[src/hw/rtl/ipv4_range_group_match_unit_defines.svh]
`ifndef IPV4_RANGE_GROUP_MATCH_UNIT_DEFINES_SVH
`define IPV4_RANGE_GROUP_MATCH_UNIT_DEFINES_SVH

// Check cons in the same cycle as ante
`define IRGM_ASSERT_SAME(lbl, ante, cons, msg) \
  lbl: assert property (@(posedge clk_i) disable iff (!rst_ni) (ante) |-> (cons)) \
    else $error(msg);

// Check cons in the cycle after ante
`define IRGM_ASSERT_NEXT(lbl, ante, cons, msg) \
  lbl: assert property (@(posedge clk_i) disable iff (!rst_ni) (ante) |=> (cons)) \
    else $error(msg);

`endif

[src/hw/rtl/irgm_pkg.sv]
package irgm_pkg;

  localparam int unsigned CNT_W          = 7;
  localparam int unsigned IDX_W          = 6;
  localparam int unsigned ADDR_W         = 32;
  localparam int unsigned DEF_MAX_RANGES = 64;
  localparam int unsigned OR_GRP         = 16;
  localparam int unsigned APB_AW         = 3;
  localparam int unsigned APB_DW         = 32;
  localparam int unsigned S_TDATA_W      = 104;
  localparam int unsigned M_TDATA_W      = 8;

  localparam logic REG_RANGE_COUNT = 1'b0;

  typedef enum logic {
    CMD_WRITE = 1'b0,
    CMD_MATCH = 1'b1
  } cmd_e;

  typedef struct packed {
    logic [ADDR_W-1:0] address;
    logic [ADDR_W-1:0] range_high;
    logic [ADDR_W-1:0] range_low;
    logic [IDX_W-1:0]  entry_index;
    cmd_e              command;
  } item_t;

endpackage

[src/hw/rtl/irgm_cfg.sv]
module irgm_cfg (
  input  logic                         clk_i,
  input  logic                         rst_ni,
  input  logic                         psel,
  input  logic                         penable,
  input  logic                         pwrite,
  input  logic [irgm_pkg::APB_AW-1:0]  paddr,
  input  logic [irgm_pkg::APB_DW-1:0]  pwdata,
  output logic [irgm_pkg::APB_DW-1:0]  prdata,
  output logic                         pready,
  output logic [irgm_pkg::CNT_W-1:0]   range_count_o
);
  import irgm_pkg::*;

  logic [CNT_W-1:0] count_q, count_d;
  logic             sel_count;

  assign sel_count = (paddr[2] == REG_RANGE_COUNT);

  always_comb begin
    count_d = count_q;
    if (psel && penable && pwrite && sel_count) begin
      count_d = pwdata[CNT_W-1:0];
    end
  end

  always_ff @(posedge clk_i or negedge rst_ni) begin
    if (!rst_ni) begin
      count_q <= '0;
    end else begin
      count_q <= count_d;
    end
  end

  assign prdata        = sel_count ? APB_DW'(count_q) : '0;
  assign pready        = 1'b1;
  assign range_count_o = count_q;

endmodule

[config.mk]
export PLATFORM = sky130hd
export DESIGN_NAME = irgm_cfg
export DESIGN_NICKNAME = d
export VERILOG_FILES = /design/src/hw/rtl/ipv4_range_group_match_unit_defines.svh /design/src/hw/rtl/irgm_pkg.sv /design/src/hw/rtl/irgm_cfg.sv
export SDC_FILE = /design/constraint.sdc
export NUM_CORES = 1
export LEC_CHECK = 0
export BUFFER_PORTS_ARGS = -buffer_cell sky130_fd_sc_hd__buf_2
export CORE_MARGIN = 8
export CORE_UTILIZATION = 29
export DETAILED_ROUTE_END_ITERATION = 12
export PLACE_DENSITY = 0.88
export SLEW_MARGIN = 20
export SYNTH_ARGS = -nofsm -noshare
export SYNTH_HDL_FRONTEND = slang
export SYNTH_SLANG_ARGS = --single-unit
[constraint.sdc]
create_clock -name clk_i -period 0.8 [get_ports clk_i]
set_input_delay 0.16 -clock clk_i [delete_from_list [all_inputs] [get_ports clk_i]]
set_output_delay 0.16 -clock clk_i [all_outputs]
set_load 0.02 [all_outputs]
== Yosys cells after proc, flatten, opt, wreduce, memory -nomap -nowiden ==
Index checks and enable logic that the tools add are counted.
Cells by class
  mux-type cells: 1
  bitwise gates (word level): 1
  reduce and logical (&&, ||, !) cells: 3
Operators by type and width (number)
  7-bit two-way mux: 1
  1-bit logical AND: 3
  1-bit NOT: 1
Word-level totals
  register bits: 7
  bits of input ports: 40
  output and inout port bits: 40
  logic and storage cells: 6

== Logic depth before layout (Yosys ltp) ==
  word-level depth: 3
  gate-level depth with buffers: 2
  gate-level depth less buffers: 2

== Worst setup path after synthesis ==
Ideal clock, no wire load.
  path type: flip-flop to output port
  start: register count_q[0], in the netlist range_count_o[0]
  end: output port prdata[0] (netlist bit)
  data arrival time: 702 ps
  data required time: 640 ps
  slack: -62 ps
  stages on the path, launching flop included: 2
  path buffers: 0
  cells stage by stage: dfrtp_1 and2b_2
On the way
  cells in the longest elaborated chain, start to end: 1
Ends and longest elaborated chain
  start: declaration: RTL line irgm_cfg.sv:15  | logic [CNT_W-1:0] count_q, count_d;
  start signal: assignment: RTL line irgm_cfg.sv:31  | count_q <= count_d;
  7-bit two-way mux: RTL line irgm_cfg.sv:35  | assign prdata = sel_count ? APB_DW'(count_q) : '0;
  end: declaration: RTL line irgm_cfg.sv:9  | output logic [irgm_pkg::APB_DW-1:0] prdata,
No other way between the ends.

== Worst setup path in the final report ==
  start: register count_q[4], in the netlist range_count_o[4]
  end: output port prdata[4] (netlist bit)
Same word-level chain as after synthesis.

==> out/qor.txt <==
ANT nets after route = 0
DR WL/cell = 12.7 um
Critical path startpoint category = register
Port buffer count = 26
DRC viols = 0
CTS buffer count = 3
Sequential share of the synthesized area = 32.3%
Status = finished, violations left
Global-route usage over all layers = 8.27%
Die X = 59.2 um
Gr ovfl total = 0
Final Hold Vio Count = 0
Area added between synthesis and finish = 59.4%
Reg2Reg Setup Slack = -0.19 ns
Iter 0 DRT Violations = 2
Max cap viols = 0
Yosys warnings = 0
Final Critical Period = 1.14 ns
Chip height = 59.2 um
Largest net degree at the start of global routing = 8
Fmax achieved = 875 MHz
WP data arrival = 0.98 ns
Routed vias/inst = 3.45
Reg-to-reg critical path startpoint = range_count_o[4]$_DFFE_PN0P_
Final Core Density = 49.5%
Nets@finish = 131
Failing checks = setup timing
Critical Path Start = range_count_o[4]$_DFFE_PN0P_
CTS tree = built
Max FFs per register = 7
Fin area = 863 um2
Worst skew pair latency = 0.24 ns
Critical Path RT = 0.64 ns
WS Path Type = register to primary output
Clock buffer depth = 2
# rows = 15
First-pass DRT Iterations = 2
Clock slew at reported path FFs = 0.05 ns
Core area = 1750 um2
Worst setup endpoint = prdata[4]
Number of global-route vias before repair = 464
Cell variety after synth = 6
Peak supply drop = 0.733 mV
Setup WS post-layout = -0.343 ns
Clock Sinks = 7
Crit Path Max Fanout = 2
Setup Skew = 0 ns
I/O Pins = 80
Period utilization = 143%
Synthesized flop and latch total = 7
Ratio of cells with drive above 1 in the final layout = 68.9%
Area of the mapped netlist = 542 um2
Gpl congestion = 0.601
Pleak = 0.000487 uW
Worst Hold Class = primary input to register
RSZ-0062 raised after global routing = yes
Initial Util = 31.0%
Reg-to-Reg End = range_count_o[4]$_DFFE_PN0P_
# diodes = 0
Cell count after synthesis = 50
Hpwl dp = 1.20 mm
Fill cells = 165
Placed Area = 622 um2
Wire length of the first global-routing pass = 2.15 mm
H-tree Lvls = 1
Avg Cell Area, Syn = 10.8 um2
Power Density = 2140 nW/um2
Slew Limit Fails = 0
Clock Tree Root = clkbuf_4
Routed wire length = 1.46 mm
Worst reg2reg path depth = 3
DR vias = 397
Initial antenna violation count = 0
Final Setup Violations = 20
Die footprint = 3510 um2
Nature of the critical path endpoint = primary output
-- cells in the final DEF, fill, tap and decap left out --
master	n
clkbuf_4	3
conb_1	26
buf_4	2
mux2_2	1
dlygate4sd3_1	1
clkbuf_1	1
buf_2	13
nand4b_4	1
buf_6	22
and2b_2	7
dfrtp_2	7
mux2_4	6
-- worst min path at each step --
stage / slack, ns / start / depth (start not counted) / to
2_1_floorplan: -0.14 / rst_ni / 0 / range_count_o[0]$_DFFE_PN0P_
3_3_place_gp: -0.007 / rst_ni / 1 / range_count_o[1]$_DFFE_PN0P_
3_5_place_dp: 0.002 / rst_ni / 1 / range_count_o[6]$_DFFE_PN0P_
4_1_cts: 0.15 / pwdata[4] / 2 / range_count_o[4]$_DFFE_PN0P_
5_1_grt: 0.14 / pwdata[6] / 2 / range_count_o[6]$_DFFE_PN0P_
6_report: 0.15 / pwdata[4] / 2 / range_count_o[4]$_DFFE_PN0P_
-- power by group --
group	total [uW]	switching, uW	leakage, uW	internal [uW]
registers	499	52.3	0.0000764	447
logic	1040	471	0.000396	565
clock network	312	122	0.0000150	190
total	1850	646	0.000487	1200
-- cell families after synthesis --
family | after synthesis | synth area share, %
buf+inv | 26 | 36.0
flops | 7 | 32.3
mux | 7 | 14.6
other cells | 2 | 1.39
simple gates | 8 | 15.7
-- layer usage --
layer | vias to the layer above | part of all wire (%) | global-route usage (%)
li1 | 185 | - | -
met1 | 185 | 33 | 6.63
met2 | 25 | 54 | 16.0
met3 | 2 | 13 | 3.90
met4 | 0 | 0.48 | 4.10
met5 | - | 0 | 0
-- metrics by stage --
stage               worst slack, ns  hold slack [ns]  cells  total power [uW]  setup TNS, ns
global placement             -0.122         -0.00672    101              1080          -1.59
global route                 -0.375            0.139    115              1950          -5.34
finish                       -0.343            0.149    115              1850          -4.74
floorplan                   -0.0417           -0.136     74               989         -0.434
CTS                          -0.345            0.147    113              1790          -4.67
detailed placement           -0.159          0.00242    101              1110          -1.86
-- timing repair --
action	CTS	global route
hold buffers	1	0
gates resized for setup	37	4
pin swaps	0	0
endpoints found under the hold margin	7	0
endpoints found under the setup margin	14	20
setup buffers	7	2
-- critical path: stages, from the launching register on --
cell and delay (ns):
dfrtp_2 0.40, and2b_2 0.20, buf_6 0.13
-- area by class of cell --
class	instances	area [um2]	share of cell area, %
repair buffers	38	338	39.1
clock buffers	4	26.3	3.04
well taps	25	31.3	3.62
multi-input cells	41	284	32.9
flip-flops and latches	7	184	21.3
-- synthesized netlist by cell type --
| cell type | instances | share of area, % |
|---|---|---|
| and2b_2 | 7 | 11 |
| buf_4 | 26 | 36 |
| conb_1 | 2 | 1.4 |
| dfrtp_1 | 7 | 32 |
| mux2_2 | 7 | 15 |
| nand4b_4 | 1 | 4.4 |
(Power assumes the default switching activity.)
