### config.mk
export PLATFORM = sky130hd
export DESIGN_NAME = irgm_reduce
export DESIGN_NICKNAME = d
export VERILOG_FILES = /design/src/hw/rtl/irgm_pkg.sv /design/src/hw/rtl/irgm_reduce.sv
export VERILOG_INCLUDE_DIRS = /design/src /design/src/hw/rtl
export SDC_FILE = /design/constraint.sdc
export NUM_CORES = 1
export LEC_CHECK = 0
export ABC_AREA = 0
export BUFFER_PORTS_ARGS = -buffer_cell sky130_fd_sc_hd__clkbuf_2
export CORE_MARGIN = 5
export CORE_UTILIZATION = 24
export CTS_CLUSTER_SIZE = 25
export DETAILED_ROUTE_END_ITERATION = 6
export GPL_TIMING_DRIVEN = 0
export HOLD_SLACK_MARGIN = 0.06
export PLACE_DENSITY_LB_ADDON = 0.25
export RECOVER_POWER = 50
export SYNTH_ARGS = -nofsm -noshare
export SYNTH_HDL_FRONTEND = slang
export SYNTH_SLANG_ARGS = --single-unit
### constraint.sdc
create_clock -name clk_i -period 0.99 [get_ports clk_i]
set_input_delay 0.099 -clock clk_i [delete_from_list [all_inputs] [get_ports clk_i]]
set_output_delay 0.099 -clock clk_i [all_outputs]
set_load 0.1 [all_outputs]
### src/hw/rtl/ipv4_range_group_match_unit_defines.svh
`ifndef IPV4_RANGE_GROUP_MATCH_UNIT_DEFINES_SVH
`define IPV4_RANGE_GROUP_MATCH_UNIT_DEFINES_SVH

// Check cons in the same cycle as ante
`define IRGM_ASSERT_SAME(lbl, ante, cons, msg) \
  lbl: assert property (@(posedge clk_i) disable iff (!rst_ni) (ante) |-> (cons)) \
    else $error(msg);

// Check cons in the cycle after ante
`define IRGM_ASSERT_NEXT(lbl, ante, cons, msg) \
  lbl: assert property (@(posedge clk_i) disable iff (!rst_ni) (ante) |=> (cons)) \
    else $error(msg);

`endif

### src/hw/rtl/irgm_pkg.sv
package irgm_pkg;

  localparam int unsigned CNT_W          = 7;
  localparam int unsigned IDX_W          = 6;
  localparam int unsigned ADDR_W         = 32;
  localparam int unsigned DEF_MAX_RANGES = 64;
  localparam int unsigned OR_GRP         = 16;
  localparam int unsigned APB_AW         = 3;
  localparam int unsigned APB_DW         = 32;
  localparam int unsigned S_TDATA_W      = 104;
  localparam int unsigned M_TDATA_W      = 8;

  localparam logic REG_RANGE_COUNT = 1'b0;

  typedef enum logic {
    CMD_WRITE = 1'b0,
    CMD_MATCH = 1'b1
  } cmd_e;

  typedef struct packed {
    logic [ADDR_W-1:0] address;
    logic [ADDR_W-1:0] range_high;
    logic [ADDR_W-1:0] range_low;
    logic [IDX_W-1:0]  entry_index;
    cmd_e              command;
  } item_t;

endpackage

### src/hw/rtl/irgm_reduce.sv
`include "ipv4_range_group_match_unit_defines.svh"

module irgm_reduce #(
  parameter int unsigned MAX_RANGES = irgm_pkg::DEF_MAX_RANGES
) (
  input  logic                  clk_i,
  input  logic                  rst_ni,
  input  logic                  hit_valid_i,
  output logic                  hit_ready_o,
  input  logic [MAX_RANGES-1:0] hit_i,
  output logic                  out_valid_o,
  input  logic                  out_ready_i,
  output logic                  out_matched_o
);
  import irgm_pkg::*;

  localparam int unsigned NG1 = (MAX_RANGES + OR_GRP - 1) / OR_GRP;
  localparam int unsigned NG2 = (NG1 + OR_GRP - 1) / OR_GRP;

  logic [NG1*OR_GRP-1:0] hit_pad;
  logic [NG2*OR_GRP-1:0] g1_pad;
  logic [NG1-1:0]        g1_d, g1_q;
  logic [NG2-1:0]        g2_d, g2_q;
  logic                  v3_q, v4_q, out_v_q, matched_q;
  logic                  ld3, ld4, ld_out;

  assign ld_out      = ~out_v_q | out_ready_i;
  assign ld4         = ~v4_q | ld_out;
  assign ld3         = ~v3_q | ld4;
  assign hit_ready_o = ld3;

  assign hit_pad = (NG1*OR_GRP)'(hit_i);
  assign g1_pad  = (NG2*OR_GRP)'(g1_q);

  for (genvar j = 0; j < NG1; j++) begin : g_or1
    assign g1_d[j] = |hit_pad[j*OR_GRP +: OR_GRP];
  end

  for (genvar k = 0; k < NG2; k++) begin : g_or2
    assign g2_d[k] = |g1_pad[k*OR_GRP +: OR_GRP];
  end

  always_ff @(posedge clk_i or negedge rst_ni) begin
    if (!rst_ni) begin
      v3_q    <= 1'b0;
      v4_q    <= 1'b0;
      out_v_q <= 1'b0;
    end else begin
      if (ld3) begin
        v3_q <= hit_valid_i;
      end
      if (ld4) begin
        v4_q <= v3_q;
      end
      if (ld_out) begin
        out_v_q <= v4_q;
      end
    end
  end

  always_ff @(posedge clk_i) begin
    if (ld3) begin
      g1_q <= g1_d;
    end
    if (ld4) begin
      g2_q <= g2_d;
    end
    if (ld_out) begin
      matched_q <= |g2_q;
    end
  end

  assign out_valid_o   = out_v_q;
  assign out_matched_o = matched_q;

  `IRGM_ASSERT_NEXT(a_first_level, ld3 && hit_valid_i, v3_q && ((|g1_q) == $past(|hit_i)), "first OR level lost a hit")
  `IRGM_ASSERT_NEXT(a_second_level, ld4 && v3_q, v4_q && ((|g2_q) == $past(|g1_q)), "second OR level lost a hit")
  `IRGM_ASSERT_NEXT(a_result_load, ld_out && v4_q, out_v_q && (matched_q == $past(|g2_q)), "result register mismatch")

endmodule

Word-level counts from Yosys, hierarchy flattened:

Index checks and enable logic that the tools add are counted.

* register bits: 9
* bits of input ports: 68
* output and inout port bits: 3
* logic and storage cells: 17

* bitwise gates (word level): 6
* reductions and logical operators: 5

Operators by type and width (count)
* $reduce_or 16->1: 4
* $reduce_or 4->1: 1
* $not 1->1: 3
* $or 1x1->1: 3

Logic depth before layout (Yosys ltp):

* word-level depth: 4
* gate-level depth with buffers: 3
* mapped depth without buffers: 3

Worst setup path before layout:

Ideal clock, no wire load.

* path kind: register -> register
* start: register out_v_q, in the netlist out_valid_o
* end: register g1_q[0] (enable)
* arrival: 1837 ps
* setup slack: -1349 ps
* stages on the path, launching flop included: 3
* buffers on the path: 0
* clock period less this slack: 2339 ps
* path through: dfrtp_1 and3b_1 nand2_1

* longest elaborated chain between the ends: 4

Ends and longest elaborated chain
* from (decl): RTL line irgm_reduce.sv:24 `logic v3_q, v4_q, out_v_q, matched_q;`
* from (signal assigned): RTL line irgm_reduce.sv:56 `out_v_q <= v4_q;`
* $not 1->1: RTL line irgm_reduce.sv:27 `assign ld_out = ~out_v_q | out_ready_i;`
* $or 1x1->1: RTL line irgm_reduce.sv:27
* $or 1x1->1: RTL line irgm_reduce.sv:28 `assign ld4 = ~v4_q | ld_out;`
* $or 1x1->1: RTL line irgm_reduce.sv:29 `assign ld3 = ~v3_q | ld4;`
* via hit_ready_o: RTL line irgm_reduce.sv:9 `output logic hit_ready_o,`
* to (signal assigned): RTL line irgm_reduce.sv:63 `g1_q <= g1_d;`
* to (decl): RTL line irgm_reduce.sv:22 `logic [NG1-1:0] g1_d, g1_q;`

The timed path passes the listed nets, and every way through them passes these cells.
A chain may end at the register's enable or synchronous reset.

Worst setup path in the final report:

* start: register out_v_q, in the netlist out_valid_o
* end: output port hit_ready_o

* longest elaborated chain between the ends: 4

Ends and longest elaborated chain (RTL line)
* $not 1->1: irgm_reduce.sv:27
* $or 1x1->1: irgm_reduce.sv:27
* $or 1x1->1: irgm_reduce.sv:28
* $or 1x1->1: irgm_reduce.sv:29
* to (decl): irgm_reduce.sv:9

Every way passes these cells.

==> insert_results.sql <==
INSERT INTO impl_metrics (metric_group, metric, value, unit) VALUES
('place', 'port_buf_inserts', '70', ''),
('timing', 'post_route_fraction_of_the_period_consumed_by_the_critical_path', '135', '%'),
('final_layout', 'drive_gt1_share', '69.2', '%'),
('cts', 'clkTransAtPathRegs', '0.06', 'ns'),
('status', 'result_of_the_run', 'complete, but fails checks', ''),
('timing', 'rsz0062_at_grt', 'true', ''),
('pwr', 'power.share.switching', '25.9', '%'),
('worst_setup_path', 'crit_start', 'out_valid_o', ''),
('worst_setup_path', 'worstSetupEndpoint', 'hit_ready_o', ''),
('logic_synthesis', 'synth_cells', '37', ''),
('cts', 'clock_tree.htree_level_count', '1', ''),
('routing', 'wire_per_inst', '11.8', 'um'),
('final_layout', 'final-instance-count-excl-fill', '142', ''),
('floorplanning', 'design.core.area', '0.00171', 'mm^2'),
('pwr', 'total_leakage_power', '0.000470', 'uW'),
('pwr', 'maximum_vdd_drop', '0.760', 'mV'),
('timing', 'relative_max_transition_margin', '81.9', '%'),
('cts', 'insertion_delay', '0.26', 'ns'),
('timing', 'fmax', '747', 'MHz'),
('cts', 'cts.sinks', '9', ''),
('timing', 'fin_worst_skew', '0.00667', 'ns'),
('floorplanning', 'die_w', '52.4', 'um'),
('timing', 'finalSetupViolations', '11', ''),
('pwr', 'power_frac_comb', '30.2', '%'),
('logic_synthesis', 'netlist_area', '430', 'um^2'),
('worst_setup_path', 'critPathMaxFanout', '2', ''),
('logic_synthesis', 'yosysSeqAreaShare', '59.3', '%'),
('place', 'dp_worst_setup_slack', '-0.365', 'ns'),
('final_layout', 'commonest_non_fill_non_tap_cells_in_the_layout', 'clkbuf_2, nor4_1, edfxtp_1, nand4_1', ''),
('routing', 'viasPerCell', '4.46', ''),
('cts', 'root_buffer', 'clkbuf_4', ''),
('global_routing', 'first_global_vias', '686', ''),
('status', 'failing_checks', 'negative setup slack', ''),
('floorplanning', 'initial_core_utilization', '25.2', '%'),
('floorplanning', 'die_area', '0.00274', 'mm^2'),
('floorplanning', 'floorplan.die.height', '52.4', 'um'),
('global_routing', 'grt_start_max_net_pins', '6', ''),
('timing', 'max_slew.worst_pin.slew', '0.269', 'ns'),
('routing', 'drc_errors', '0', ''),
('place', 'place_inst', '132', ''),
('timing', 'finalWorstSetupSlack', '-0.349', 'ns'),
('worst_setup_path', 'critical_path_required', '0.89', 'ns'),
('routing', 'detailedRoute.firstPassIterationCount', '2', ''),
('pwr', 'p_int', '742', 'uW'),
('routing', 'antenna_violating_nets_post_route', '0', ''),
('global_routing', 'track_usage', '12.0', '%'),
('final_layout', 'finalNetCount', '186', ''),
('pwr', 'power', '1000', 'uW'),
('pwr', 'net-switching-power', '259', 'uW'),
('final_layout', 'antenna-diode-count', '0', ''),
('timing', 'min_period', '1.34', 'ns'),
('routing', 'totalWireLength', '1670', 'um'),
('place', 'gpl.final_weighted_congestion', '0.723', ''),
('global_routing', 'grt_remaining_overflow', '0', ''),
('worst_setup_path', 'start_kind', 'register', ''),
('timing', 'finalMaxSlewViolations', '0', ''),
('worst_hold_path', 'type_of_the_most_critical_hold_path', 'input port to register', ''),
('global_routing', 'grt_first_pass_wirelength', '2500', 'um'),
('routing', 'dr.first_iter.drc_count', '1', ''),
('logic_synthesis', 'syn-num-nets', '105', ''),
('run', 'timing.max_cap.violations', '0', ''),
('pwr', 'powerDensity', '1030', 'mW/mm^2'),
('place', 'place_hpwl', '1430', 'um'),
('global_routing', 'initial_antenna_violation_count', '0', ''),
('worst_setup_path', 'reg_to_reg_startpoint', 'out_valid_o', ''),
('worst_setup_path', 'timing.setup.critical_path_class', 'register to output pin', ''),
('pwr', 'seq_power_share', '42.5', '%'),
('logic_synthesis', 'yosys.cell_types.count', '10', ''),
('logic_synthesis', 'synth_area_per_cell', '11.6', 'um^2'),
('floorplanning', 'placement_rows', '15', ''),
('worst_setup_path', 'rr_endpoint', 'g2_q', '');
==> timing repair <==
action                                  CTS  global route
pin swaps                                 1             0
endpoints found under the setup margin   11            11
setup buffers                             3             2
hold buffers                              2             0
hold endpoints to repair                  4             0
gates resized for setup                   9             2
==> cells by family after synthesis <==
kind of cell	after synthesis	share of synthesized area, %
compound gates	1	1.74
buf+inv	1	0.871
flops	9	59.3
simple gates	26	38.1
==> per-layer routing <==
metal	vias to the layer above	wire length [um]	global-route usage (%)
met3	0	145	3.99
met1	279	596	11.7
met2	36	930	22.9
met5	-	0	0
met4	0	0	4.26
li1	319	-	-
==> how the worst min path moves through the flow <==
stage / startpoint / end / slack [ns] / depth (start not counted)
after floorplan: rst_ni / v3_q / -0.20 / 0
after global placement: rst_ni / v4_q / -0.1 / 1
after detailed placement: rst_ni / v4_q / -0.10 / 1
after CTS: hit_i[30] / g1_q[1] / 0.11 / 3
after global routing: hit_i[11] / g1_q[0] / 0.11 / 3
final: hit_i[30] / g1_q[1] / 0.12 / 3
==> cells in the mapped netlist (all sizes together) <==
cell / instances / share of area, %
and3b: 1 / 2.0
inv: 1 / 0.87
or4: 1 / 1.7
edfxtp: 6 / 42
a21o: 1 / 1.7
dfrtp: 3 / 17
nand2: 1 / 0.87
nand4: 4 / 5.8
nor4: 16 / 23
nand2b: 3 / 4.4
==> registers in the layout (all words and copies together) (netlist names) <==
signal and count:
out_valid_o 1, out_matched_o 1, g2_q 1, v3_q 1, g1_q 4, v4_q 1
==> through the flow <==
stage,instance area (um^2),util (%),TNS (ns)
CTS,951,55.7,-2.00
finish,968,56.7,-2.18
floorplan,452,-,-2.67
global placement,833,48.8,-1.00
detailed placement,833,48.8,-1.05
global route,968,56.7,-2.52
==> power groups by stage <==
| stage | registers (uW) | logic, uW | clock network (uW) |
|---|---|---|---|
| after floorplan | 458 | 68.5 | 0 |
| after global placement | 433 | 232 | 0 |
| after detailed placement | 434 | 237 | 0 |
| after CTS | 425 | 289 | 293 |
| after global routing | 427 | 326 | 318 |
| final | 426 | 302 | 273 |
==> worst max-delay path, stage by stage, from the launching register on <==
cell	delay [ns]
dfrtp_4	0.47
and3b_2	0.25
nand2_8	0.07
clkbuf_16	0.19
==> area by class of cell <==
type / instances / area, um^2
Sequential cell: 9 / 259
Multi-Input combinational cell: 27 / 196
Clock buffer: 4 / 26.3
Inverter: 1 / 3.75
Tap cell: 25 / 31.3
Timing Repair Buffer: 76 / 452
Fill cell: 158 / 739
Power figures use the tool's default switching activity.
